## src/rtl/sorted_timer_queue_unit_macros.svh

```systemverilog
// Assertion helpers for the sorted timer queue unit.
`ifndef SORTED_TIMER_QUEUE_UNIT_MACROS_SVH
`define SORTED_TIMER_QUEUE_UNIT_MACROS_SVH

// Same-cycle implication, sampled on clk, off during reset.
`define STQ_ASSERT_IMPL(lbl, ante, cons) \
  lbl: assert property (@(posedge clk) disable iff (!rst_n) (ante) |-> (cons)) \
    else $error("stq: same-cycle check failed");

// Next-cycle implication, sampled on clk, off during reset.
`define STQ_ASSERT_NEXT(lbl, ante, cons) \
  lbl: assert property (@(posedge clk) disable iff (!rst_n) (ante) |=> (cons)) \
    else $error("stq: next-cycle check failed");

`endif

```

## src/rtl/stq_pkg.sv

```systemverilog
package stq_pkg;

  localparam int NUM_TIMERS_DEF = 16;

  localparam int ID_W   = 4;
  localparam int TICK_W = 32;
  localparam int LEFT_W = 31;

  localparam logic [1:0] ACT_ARM    = 2'd0;
  localparam logic [1:0] ACT_DISARM = 2'd1;
  localparam logic [1:0] ACT_SVC    = 2'd2;

  localparam logic [1:0] ST_DONE  = 2'd0;
  localparam logic [1:0] ST_FIRED = 2'd1;
  localparam logic [1:0] ST_WAIT  = 2'd2;
  localparam logic [1:0] ST_EMPTY = 2'd3;

  // a lies strictly after b on the wrapping tick line
  function automatic logic tick_after(input logic [TICK_W-1:0] a,
                                     input logic [TICK_W-1:0] b);
    logic [TICK_W-1:0] d;
    d = a - b;
    return (d != '0) && !d[TICK_W-1];
  endfunction

endpackage

```

## src/rtl/stq_ram.sv

```systemverilog
module stq_ram #(
  parameter int WIDTH = 32,
  parameter int DEPTH = 16
) (
  input  logic                     clk,
  input  logic                     we,
  input  logic [$clog2(DEPTH)-1:0] waddr,
  input  logic [WIDTH-1:0]         wdata,
  input  logic [$clog2(DEPTH)-1:0] raddr,
  output logic [WIDTH-1:0]         rdata
);

  logic [WIDTH-1:0] mem [DEPTH];

  always_ff @(posedge clk) begin
    if (we) begin
      mem[waddr] <= wdata;
    end
    rdata <= mem[raddr];
  end

endmodule

```

## src/rtl/sorted_timer_queue_unit.sv

```systemverilog
// Sorted timer queue: timers ordered by absolute expiry tick (wrap-aware).
// Input channel in_*: one transfer is one request. in_tuser carries the
// action (arm, disarm, service); in_tdata carries id, interval, repeat, now.
// Result channel out_*: exactly one result transfer per request. out_tuser
// carries the status; out_tdata carries fired id, ticks until due, head flag.
// One request is worked on at a time; in_tready is high only while idle.
// Slot order, expiry and reload period live in three RAMs with registered read.
// Removing a timer walks the order RAM entry by entry (read, check, compact);
// inserting reads each entry and its expiry and compares them until it finds
// the place or the end, then shifts the later entries up. A service first
// looks up the head (order read, expiry read, compare); a repeating head that
// fires is removed and reinserted; arming an armed slot removes it first.
// Reset (synchronous, active low) empties the queue and disarms every slot;
// the RAM contents need no clearing pass.
// A result waits in the output register while the receiver holds out_tready
// low; the next request is still taken and processed, then holds in its last
// step until the output register is free.
`include "sorted_timer_queue_unit_macros.svh"

module sorted_timer_queue_unit #(
  parameter int NUM_TIMERS = stq_pkg::NUM_TIMERS_DEF
) (
  input  logic        clk,
  input  logic        rst_n,
  input  logic        in_tvalid,
  output logic        in_tready,
  // [3:0] timer_id, [35:4] interval, [36] repeat_req, [68:37] now
  input  logic [71:0] in_tdata,
  // [1:0] action
  input  logic [1:0]  in_tuser,
  output logic        out_tvalid,
  input  logic        out_tready,
  // [3:0] fired_timer, [34:4] ticks_until_due, [35] became_head
  output logic [39:0] out_tdata,
  // [1:0] status
  output logic [1:0]  out_tuser
);

  localparam int IW = $clog2(NUM_TIMERS);
  localparam int CW = $clog2(NUM_TIMERS + 1);
  localparam int TW = stq_pkg::TICK_W;

  localparam logic [3:0] S_IDLE      = 4'd0;
  localparam logic [3:0] S_DROP_RD   = 4'd1;
  localparam logic [3:0] S_DROP_CHK  = 4'd2;
  localparam logic [3:0] S_PLACE_RD  = 4'd3;
  localparam logic [3:0] S_PLACE_EXP = 4'd4;
  localparam logic [3:0] S_PLACE_CHK = 4'd5;
  localparam logic [3:0] S_SVC_RD    = 4'd6;
  localparam logic [3:0] S_SVC_EXP   = 4'd7;
  localparam logic [3:0] S_SVC_CHK   = 4'd8;
  localparam logic [3:0] S_OUT       = 4'd9;

  // unpack the request
  logic [stq_pkg::ID_W-1:0] in_id;
  logic [TW-1:0]            in_interval;
  logic                     in_rep;
  logic [TW-1:0]            in_now;
  logic [IW-1:0]            id_slot;
  logic                     id_ok;

  assign in_id       = in_tdata[3:0];
  assign in_interval = in_tdata[35:4];
  assign in_rep      = in_tdata[36];
  assign in_now      = in_tdata[68:37];
  assign id_slot     = IW'(in_id);
  assign id_ok       = 32'(in_id) < NUM_TIMERS;

  // control and payload registers
  logic [3:0]                state_r, state_nxt;
  logic [CW-1:0]             k_r, k_nxt;
  logic [CW-1:0]             count_r, count_nxt;
  logic [NUM_TIMERS-1:0]     armed_r, armed_nxt;
  logic                      found_r, found_nxt;
  logic                      ins_r, ins_nxt;
  logic                      place_r, place_nxt;
  logic [IW-1:0]             slot_r, slot_nxt;
  logic [IW-1:0]             carry_r, carry_nxt;
  logic [IW-1:0]             cur_r, cur_nxt;
  logic [TW-1:0]             when_r, when_nxt;
  logic [TW-1:0]             now_r, now_nxt;
  logic [1:0]                status_r, status_nxt;
  logic [stq_pkg::ID_W-1:0]  fired_r, fired_nxt;
  logic [stq_pkg::LEFT_W-1:0] left_r, left_nxt;
  logic                      head_r, head_nxt;

  // output register
  logic                       out_load;
  logic                       ovalid_r, ovalid_nxt;
  logic [1:0]                 out_status_r;
  logic [stq_pkg::ID_W-1:0]   out_fired_r;
  logic [stq_pkg::LEFT_W-1:0] out_left_r;
  logic                       out_head_r;

  // RAM ports
  logic          ord_we;
  logic [IW-1:0] ord_waddr, ord_wdata, ord_raddr, ord_rdata;
  logic          exp_we;
  logic [IW-1:0] exp_waddr, exp_raddr;
  logic [TW-1:0] exp_wdata, exp_rdata;
  logic          rel_we;
  logic [IW-1:0] rel_waddr;
  logic [TW-1:0] rel_wdata, rel_rdata;

  logic [CW-1:0] k_m1;
  logic [TW-1:0] arm_when;
  logic [TW-1:0] svc_left;
  logic [TW-1:0] reload_when;

  assign k_m1        = k_r - CW'(1);
  assign arm_when    = in_now + in_interval;
  assign svc_left    = exp_rdata - now_r;
  assign reload_when = exp_rdata + rel_rdata;

  stq_ram #(.WIDTH(IW), .DEPTH(NUM_TIMERS)) u_order (
    .clk   (clk),
    .we    (ord_we),
    .waddr (ord_waddr),
    .wdata (ord_wdata),
    .raddr (ord_raddr),
    .rdata (ord_rdata)
  );

  stq_ram #(.WIDTH(TW), .DEPTH(NUM_TIMERS)) u_expiry (
    .clk   (clk),
    .we    (exp_we),
    .waddr (exp_waddr),
    .wdata (exp_wdata),
    .raddr (exp_raddr),
    .rdata (exp_rdata)
  );

  // reload period is read at the same slot as the expiry
  stq_ram #(.WIDTH(TW), .DEPTH(NUM_TIMERS)) u_reload (
    .clk   (clk),
    .we    (rel_we),
    .waddr (rel_waddr),
    .wdata (rel_wdata),
    .raddr (exp_raddr),
    .rdata (rel_rdata)
  );

  always_comb begin
    state_nxt  = state_r;
    k_nxt      = k_r;
    count_nxt  = count_r;
    armed_nxt  = armed_r;
    found_nxt  = found_r;
    ins_nxt    = ins_r;
    place_nxt  = place_r;
    slot_nxt   = slot_r;
    carry_nxt  = carry_r;
    cur_nxt    = cur_r;
    when_nxt   = when_r;
    now_nxt    = now_r;
    status_nxt = status_r;
    fired_nxt  = fired_r;
    left_nxt   = left_r;
    head_nxt   = head_r;
    out_load   = 1'b0;
    ord_we     = 1'b0;
    ord_waddr  = '0;
    ord_wdata  = '0;
    ord_raddr  = '0;
    exp_we     = 1'b0;
    exp_waddr  = '0;
    exp_wdata  = '0;
    exp_raddr  = '0;
    rel_we     = 1'b0;
    rel_waddr  = '0;
    rel_wdata  = '0;

    unique case (state_r)
      S_IDLE: begin
        if (in_tvalid) begin
          now_nxt    = in_now;
          status_nxt = stq_pkg::ST_DONE;
          fired_nxt  = '0;
          left_nxt   = '0;
          head_nxt   = 1'b0;
          k_nxt      = '0;
          found_nxt  = 1'b0;
          ins_nxt    = 1'b0;
          place_nxt  = 1'b0;
          slot_nxt   = id_slot;
          state_nxt  = S_OUT;
          unique case (in_tuser)
            stq_pkg::ACT_ARM: begin
              if (id_ok) begin
                // store period and new expiry up front; an armed slot is dropped from the queue first
                rel_we    = 1'b1;
                rel_waddr = id_slot;
                rel_wdata = in_rep ? in_interval : '0;
                exp_we    = 1'b1;
                exp_waddr = id_slot;
                exp_wdata = arm_when;
                when_nxt  = arm_when;
                place_nxt = 1'b1;
                state_nxt = armed_r[id_slot] ? S_DROP_RD : S_PLACE_RD;
              end
            end
            stq_pkg::ACT_DISARM: begin
              if (id_ok && armed_r[id_slot]) begin
                state_nxt = S_DROP_RD;
              end
            end
            stq_pkg::ACT_SVC: begin
              if (count_r == '0) begin
                status_nxt = stq_pkg::ST_EMPTY;
              end else begin
                state_nxt = S_SVC_RD;
              end
            end
            default: ;
          endcase
        end
      end

      S_DROP_RD: begin
        if (k_r == count_r) begin
          armed_nxt[slot_r] = 1'b0;
          if (found_r) begin
            count_nxt = count_r - CW'(1);
          end
          k_nxt     = '0;
          state_nxt = place_r ? S_PLACE_RD : S_OUT;
        end else begin
          ord_raddr = k_r[IW-1:0];
          state_nxt = S_DROP_CHK;
        end
      end

      S_DROP_CHK: begin
        // compact: every entry after the removed one moves down by one
        if (ord_rdata == slot_r) begin
          found_nxt = 1'b1;
        end else if (found_r) begin
          ord_we    = 1'b1;
          ord_waddr = k_m1[IW-1:0];
          ord_wdata = ord_rdata;
        end
        k_nxt     = k_r + CW'(1);
        state_nxt = S_DROP_RD;
      end

      S_PLACE_RD: begin
        if (k_r == count_r) begin
          ord_we    = 1'b1;
          ord_waddr = k_r[IW-1:0];
          ord_wdata = ins_r ? carry_r : slot_r;
          if (!ins_r) begin
            head_nxt = (k_r == '0) && (status_r == stq_pkg::ST_DONE);
          end
          count_nxt         = count_r + CW'(1);
          armed_nxt[slot_r] = 1'b1;
          state_nxt         = S_OUT;
        end else begin
          ord_raddr = k_r[IW-1:0];
          state_nxt = S_PLACE_EXP;
        end
      end

      S_PLACE_EXP: begin
        if (ins_r) begin
          // shift up: write the carried id, carry the displaced one
          ord_we    = 1'b1;
          ord_waddr = k_r[IW-1:0];
          ord_wdata = carry_r;
          carry_nxt = ord_rdata;
          k_nxt     = k_r + CW'(1);
          state_nxt = S_PLACE_RD;
        end else begin
          exp_raddr = ord_rdata;
          cur_nxt   = ord_rdata;
          state_nxt = S_PLACE_CHK;
        end
      end

      S_PLACE_CHK: begin
        if (stq_pkg::tick_after(exp_rdata, when_r)) begin
          ord_we    = 1'b1;
          ord_waddr = k_r[IW-1:0];
          ord_wdata = slot_r;
          carry_nxt = cur_r;
          ins_nxt   = 1'b1;
          head_nxt  = (k_r == '0) && (status_r == stq_pkg::ST_DONE);
        end
        k_nxt     = k_r + CW'(1);
        state_nxt = S_PLACE_RD;
      end

      S_SVC_RD: begin
        ord_raddr = '0;
        state_nxt = S_SVC_EXP;
      end

      S_SVC_EXP: begin
        exp_raddr = ord_rdata;
        slot_nxt  = ord_rdata;
        state_nxt = S_SVC_CHK;
      end

      S_SVC_CHK: begin
        if (stq_pkg::tick_after(exp_rdata, now_r)) begin
          status_nxt = stq_pkg::ST_WAIT;
          left_nxt   = svc_left[stq_pkg::LEFT_W-1:0];
          state_nxt  = S_OUT;
        end else begin
          // pop the head, reinsert one period later if it repeats
          status_nxt = stq_pkg::ST_FIRED;
          fired_nxt  = stq_pkg::ID_W'(slot_r);
          when_nxt   = reload_when;
          place_nxt  = (rel_rdata != '0);
          exp_we     = (rel_rdata != '0);
          exp_waddr  = slot_r;
          exp_wdata  = reload_when;
          k_nxt      = '0;
          found_nxt  = 1'b0;
          state_nxt  = S_DROP_RD;
        end
      end

      S_OUT: begin
        // hold until the output register is free or being emptied
        if (!ovalid_r || out_tready) begin
          out_load  = 1'b1;
          state_nxt = S_IDLE;
        end
      end

      default: begin
        state_nxt = S_IDLE;
      end
    endcase

    ovalid_nxt = out_load || (ovalid_r && !out_tready);
  end

  always_ff @(posedge clk) begin
    if (!rst_n) begin
      state_r  <= S_IDLE;
      count_r  <= '0;
      armed_r  <= '0;
      ovalid_r <= 1'b0;
    end else begin
      state_r  <= state_nxt;
      count_r  <= count_nxt;
      armed_r  <= armed_nxt;
      ovalid_r <= ovalid_nxt;
    end
  end

  always_ff @(posedge clk) begin
    k_r      <= k_nxt;
    found_r  <= found_nxt;
    ins_r    <= ins_nxt;
    place_r  <= place_nxt;
    slot_r   <= slot_nxt;
    carry_r  <= carry_nxt;
    cur_r    <= cur_nxt;
    when_r   <= when_nxt;
    now_r    <= now_nxt;
    status_r <= status_nxt;
    fired_r  <= fired_nxt;
    left_r   <= left_nxt;
    head_r   <= head_nxt;
    if (out_load) begin
      out_status_r <= status_r;
      out_fired_r  <= fired_r;
      out_left_r   <= left_r;
      out_head_r   <= head_r;
    end
  end

  assign in_tready  = (state_r == S_IDLE);
  assign out_tvalid = ovalid_r;
  assign out_tuser  = out_status_r;
  assign out_tdata  = {4'b0, out_head_r, out_left_r, out_fired_r};

  // a stalled result holds steady
  `STQ_ASSERT_NEXT(a_out_hold, out_tvalid && !out_tready, out_tvalid && $stable(out_tdata) && $stable(out_tuser))
  // queue fill never passes the slot count
  `STQ_ASSERT_IMPL(a_count_max, 1'b1, 32'(count_r) <= NUM_TIMERS)
  // between requests the number of armed slots equals the queue fill
  `STQ_ASSERT_IMPL(a_count_armed, in_tready, $countones(armed_r) == 32'(count_r))
  // a taken request closes the input side on the next cycle
  `STQ_ASSERT_NEXT(a_busy, in_tvalid && in_tready, !in_tready)

endmodule
```

## config.mk

```make
export PLATFORM = sky130hd
export DESIGN_NAME = sorted_timer_queue_unit
export DESIGN_NICKNAME = d
export VERILOG_FILES = /design/src/rtl/stq_pkg.sv /design/src/rtl/stq_ram.sv /design/src/rtl/sorted_timer_queue_unit.sv
export VERILOG_INCLUDE_DIRS = /design/src /design/src/rtl
export SDC_FILE = /design/constraint.sdc
export NUM_CORES = 2
export LEC_CHECK = 0
export CORE_MARGIN = 2
export CORE_UTILIZATION = 55
export DETAILED_ROUTE_END_ITERATION = 10
export DONT_BUFFER_PORTS = 1
export MAX_ROUTING_LAYER = met4
export PLACE_DENSITY = 0.81
export SYNTH_ARGS = -nofsm -noshare
export SYNTH_HDL_FRONTEND = slang
export SYNTH_HIERARCHICAL = 1
export SYNTH_SLANG_ARGS = --single-unit
```

## constraint.sdc

```tcl
create_clock -name clk -period 16 [get_ports clk]
set_input_delay 2.4 -clock clk [delete_from_list [all_inputs] [get_ports clk]]
set_output_delay 2.4 -clock clk [all_outputs]
set_load 0.02 [all_outputs]
```

After elaboration in Yosys (flattened, before gate mapping)

Memories as Yosys holds them, arrays and structs flattened. A register that Yosys moved wholly into a read port is not among the register bits.
Cells that the tools add are included.

Add/subtract/negate cells: 8
Multipliers: 0
Divide/modulo/power cells: 0
$lt $le $gt $ge: 3
Equality and inequality tests: 25
Shift-type cells: 0
Muxes and demuxes: 110
Bitwise logic cells: 4
Reductions and logical operators: 44

Operator list:

| operator                                                         | number |
|---|---|
| 32-bit two-way mux                                               | 10 |
| 32-bit one-hot mux with 2 select lines                           | 2 |
| 4-bit two-way mux                                                | 31 |
| 32-bit nonzero test                                              | 3 |
| 32-bit adder                                                     | 2 |
| 32-bit subtractor                                                | 2 |
| 31-bit two-way mux                                               | 2 |
| 31-bit one-hot mux with 2 select lines                           | 1 |
| 4-bit one-hot mux with 10 select lines                           | 1 |
| 4-bit one-hot mux with 2 select lines                            | 5 |
| 5-bit two-way mux                                                | 7 |
| 16-bit two-way mux                                               | 2 |
| 16-bit one-hot mux with 2 select lines                           | 1 |
| 4-bit one-hot mux with 4 select lines                            | 2 |
| 1-bit two-way mux                                                | 28 |
| 5-bit one-hot mux with 5 select lines                            | 1 |
| 2-bit != test (second input constant)                            | 11 |
| 16-bit AND                                                       | 1 |
| 4-bit by 3-bit == test with 1-bit output (second input constant) | 4 |
| 16-bit NOT                                                       | 1 |
| 16-bit bitwise OR                                                | 1 |
| 3-bit AND reduction                                              | 5 |
| 4-bit one-hot mux with 3 select lines                            | 1 |
| 4-bit AND reduction                                              | 3 |
| 35 further kinds                                                 | 67 |

Bits in registers: 186
Latch bits: 0
RAM bits: 1088
ROM bits: 0
Output and inout bits: 44
Word-level logic and storage cells: 218
Memories: 3

Memory list:

| memory       | depth | width | read ports | clocked after memory_dff | wr ports | line          | source |
|---|---|---|---|---|---|---|---|
| u_expiry.mem | 16    | 32    | 1          | 1                        | 1        | stq_ram.sv:13 | `logic [WIDTH-1:0] mem [DEPTH];` |
| u_reload.mem | 16    | 32    | 1          | 1                        | 1        | stq_ram.sv:13 |  |
| u_order.mem  | 16    | 4     | 1          | 1                        | 1        | stq_ram.sv:13 |  |

Longest topological paths before layout

Depth after elaboration: 8
Gate-level depth with buffers: 18

By module

Netlist, hierarchy kept.

Modules (own cells, without submodules):

| module                  | instances | cells an instance | area each (um^2) | seq. area each (um^2) |
|---|---|---|---|---|
| stq_ram at u_expiry ... | 2         | 838               | 19835.3          | 16015.4 |
| sorted_timer_queue_unit | 1         | 1709              | 15318.4          | 5325.1 |
| stq_ram at u_order      | 1         | 130               | 2666.3           | 2001.9 |

Worst setup path before layout

Ideal clock, no wire load.

Kind: input to register
From: input port in_tvalid
To: memory u_reload.mem[0][0], enable pin
Setup time: 0.461 ns
Data arrival time: 6.309 ns
Required time: 15.539 ns
Path slack: 9.230 ns
Stages: 8
Buffers on the path: 3
Cell sequence: nand2_1 or3_1 clkbuf_1 inv_1 clkbuf_1 clkbuf_1 or3b_2 nor3_1

Cells in the longest elaborated chain, start to end: 4

RTL lines:

| element                                 | line                           | source |
|---|---|---|
| start: declaration                      | sorted_timer_queue_unit.sv:25  | `input logic in_tvalid,` |
| 1-bit two-way mux                       | sorted_timer_queue_unit.sv:175 | `if (in_tvalid) begin` |
| 1-bit two-way mux                       | sorted_timer_queue_unit.sv:173 | `unique case (state_r)` |
| net rel_we                              | sorted_timer_queue_unit.sv:101 | `logic rel_we;` |
| 1-bit two-way mux                       | stq_ram.sv:16                  | `if (we) begin` |
| 1-bit two-way mux (not written as such) | stq_ram.sv:17                  | `mem[waddr] <= wdata;` |
| end: declaration                        | stq_ram.sv:13                  |  |

The timed path passes the listed nets, and every way through them passes these cells.

Worst setup path in the final report

From: register u_expiry.rdata[10] (read register of u_expiry.mem)
To: memory u_expiry.mem[15][4], enable pin

RTL lines:

| element                                                         | line                           | source |
|---|---|---|
| start: declaration                                              | stq_ram.sv:10                  | `output logic [WIDTH-1:0] rdata` |
| 32-bit subtractor *                                             | stq_pkg.sv:22                  | `d = a - b;` |
| 32-bit nonzero test / 1-bit logical NOT (equally long branches) | stq_pkg.sv:23                  | `return (d != '0) && !d[TICK_W-1];` |
| 1-bit logical AND *                                             | stq_pkg.sv:23                  |  |
| 4-bit two-way mux *                                             | sorted_timer_queue_unit.sv:304 | `if (stq_pkg::tick_after(exp_rdata, now_r)) begin` |
| 4-bit one-hot mux with 2 select lines *                         | sorted_timer_queue_unit.sv:173 |  |
| net exp_waddr[0]                                                | sorted_timer_queue_unit.sv:99  | `logic [IW-1:0] exp_waddr, exp_raddr;` |
| end: declaration                                                | stq_ram.sv:13                  |  |

The timed path passes the listed nets; every way through them passes the cells marked *.

==> summary.txt <==
Outcome
  – Outcome: finished clean

STA
  – F_max: 0.153 GHz
  – Clk_skew: 0.0316 ns
  – Slew @ Worst Pin: 1.41 ns
  – Slew HR: 6.31%
  – Final setup viols: 0
  – Final Hold Fails: 0
  – Max-slew violation count: 0
  – Setup TNS: 0 ns
  – Tmin final: 6.53 ns
  – RSZ-0062 raised after global routing: false
  – Crit share post-route: 40.8%

Clocking
  – Clock Sinks: 1,342
  – CTS clock-pin slew for the worst setup and hold paths: 0.07 ns
  – Root Driver: clkbuf_16
  – Post-CTS sizing: 0
  – Clk Latency, worst-skew pair: 0.75 ns
  – Clock buffer depth: 3
  – H-tree depth: 4
  – Setup bufs post-CTS: 0
  – TritonCTS clock tree: yes
  – Num CTS Buffers: 130
  – CTS Hold Buffers Added: 0

Worst setup path
  – Crit path required time: 16.37 ns
  – Type of the worst setup path: reg2reg
  – Element type at the critical path end: flip-flop
  – Worst endpoint data arrival time: 6.90 ns
  – Worst-path fanout max: 20
  – Worst Setup Start Kind: flip-flop

Cells and area
  – Final std cells w/o fill: 5,074
  – Fraction of layout cells with a size suffix above 1: 16.9%
  – Fillers: 7,087
  – Nets: 3,780
  – Area added between synthesis and finish: 10.7%

Place
  – Dpl hpwl: 89.9 mm
  – Cell count after placement: 4,815
  – # port buffers: 0
  – Gpl congestion: 0.974

Detailed routing
  – Vias: 34,000
  – Vias per cell: 6.71
  – Routed len/inst: 30.2 um
  – Detail Route Antenna Nets: 0
  – DRT Pass-1 Iters: 5
  – Routed Wire Length: 153 mm
  – Detailed-route DRC error count: 0
  – Initial DRC Count: 4,942

Die
  – I/O pins: 122
  – Starting Density: 55.5%
  – DIE HEIGHT: 328 um
  – Cell Rows: 118
  – Core Region: 104,000 um2
  – Die width: 328 um
  – Die area: 107,000 um2

GRT
  – Gr usage total: 29.5%
  – Largest net degree at the start of global routing: 154
  – Grt ovf: 0
  – Vias in the first global route: 33,300
  – Global-route wire length before repair: 223 mm
  – Initial antenna violation count: 10

Synthesis
  – Seq cells post-synth: 1,342
  – Synth area leader: edfxtp_1
  – Synth area leaders: edfxtp_1 65%, mux4_2 10%, dfxtp_1 3.3%, ha_1 2.8%, a22oi_1 1.8%
  – Synth Warn #: 6
  – Post-synth EDFFs: 1,248
  – Prevailing post-synth register cell: edfxtp_1
  – Synthesized area: 57,700 um2
  – Sequential area share after synthesis: 68.3%
  – Post-synth ARST share: 0%
  – Synth cell types: 90
  – Syn_area_per_cell: 16.4 um2
  – Post-Syn Instances: 3,515
  – Most numerous cell in the Yosys netlist: edfxtp_1
  – Top cell type's share of synthesized area: 65.0%
  – Synth cell count leaders: 1,248 x edfxtp_1, 263 x mux4_2, 219 x nand2_1, 149 x nor2_1, 139 x a22oi_1

Hold path
  – Hold Path Class: reg2reg

Power and ir drop
  – Pwr per Cell Area: 155 nW/um2
  – VDD IR-drop max: 0.129 mV
  – Leak: 20.4 nW

Flow run
  – Max-cap viol count: 0
per-stage QoR:
step                setup WS, ns  util [%]  power (mW)  hold slack (ns)  area, um2
floorplan                   9.23         -        6.10            0.400      57700
detailed placement          9.48      57.4        6.83            0.405      59600
global placement            9.47      57.4        6.77            0.401      59600
CTS                         9.37      61.4        9.85            0.406      63800
finish                      9.47      61.5        9.88            0.411      63800
global route                8.82      61.5        10.2            0.429      63800
flip-flops by register name (all words and copies together), names as in the netlist, 4 cells and up, named ones only:
name,flops
u_expiry/rdata,32
out_fired_r,4
u_order/mem,64
u_expiry/mem,512
when_r,32
u_reload/mem,512
state_r,4
carry_r,4
slot_r,4
u_order/rdata,4
out_left_r,31
cur_r,4
now_r,32
k_r,5
fired_r,4
count_r,5
left_r,31
u_reload/rdata,32
power by group:
part           internal, mW  total, mW  switching (mW)
logic                 0.825       2.37            1.55
registers              4.26       4.47           0.214
clock network          1.70       3.04            1.34
total                  6.78       9.88            3.10
worst paths after layout:
kind | from | end | slack [ns] | cells past startpoint
hold / removal | left_r[1] | out_left_r[1] | 0.41 | 0
setup / recovery | u_expiry/rdata[10] | u_expiry/mem[15][4] | 9.47 | 15
setup reg to reg | u_expiry/rdata[10] | u_expiry/mem[15][4] | 9.47 | 15
hold reg to reg | left_r[1] | out_left_r[1] | 0.41 | 0
logic make-up after synthesis:
family | Yosys count | synth area share [%]
buf+inv | 270 | 2.03
simple gates | 719 | 6.14
mux | 296 | 11.3
fa+ha+maj | 135 | 2.99
compound gates | 640 | 7.60
other cells | 1 | 0.00650
flops | 1342 | 68.3
xor+xnor | 112 | 1.70
final cells by class:
cell class | instances | area [um2] | area share (%)
Timing Repair Buffer | 81 | 621 | 0.972
Tap cell | 1380 | 1730 | 2.71
Clock inverter | 64 | 648 | 1.02
Multi-Input combinational cell | 1906 | 17500 | 27.4
Clock buffer | 175 | 3550 | 5.57
Sequential cell | 1342 | 39400 | 61.7
Antenna cell | 20 | 50.0 | 0.0784
Inverter | 106 | 398 | 0.623
worst max-delay path: stages, from the launching register on:
cell,delay (ns)
dfxtp_1,0.66
ha_1,0.46
and3_1,0.22
a221oi_2,0.32
a21oi_1,0.16
a2111oi_1,0.84
or4_1,0.25
nand3_1,0.08
nor3b_1,0.18
and4b_1,0.29
nand4_1,0.24
nand2_1,0.62
a31o_2,0.37
nand2_1,0.28
nor2_4,0.63
buf_4,0.54
metal layers:
layer / vias to the layer above / wire, um / global-route usage (%)
li1: 14200 / - / -
met1: 17200 / 56000 / 37.8
met2: 2215 / 72700 / 45.5
met3: 406 / 16900 / 6.44
met4: 0 / 7780 / 13.4
met5: - / 0 / -
cells in the final DEF (no fill, tap or decap), types with 94 or more instances in the layout:
master / n
edfxtp_1: 1248
mux4_2: 263
inv_1: 105
nand2_1: 219
a22oi_1: 139
dfxtp_1: 94
ha_1: 130
clkbuf_16: 132
a21oi_1: 122
nor2_1: 121
(Power assumes the default switching activity.)
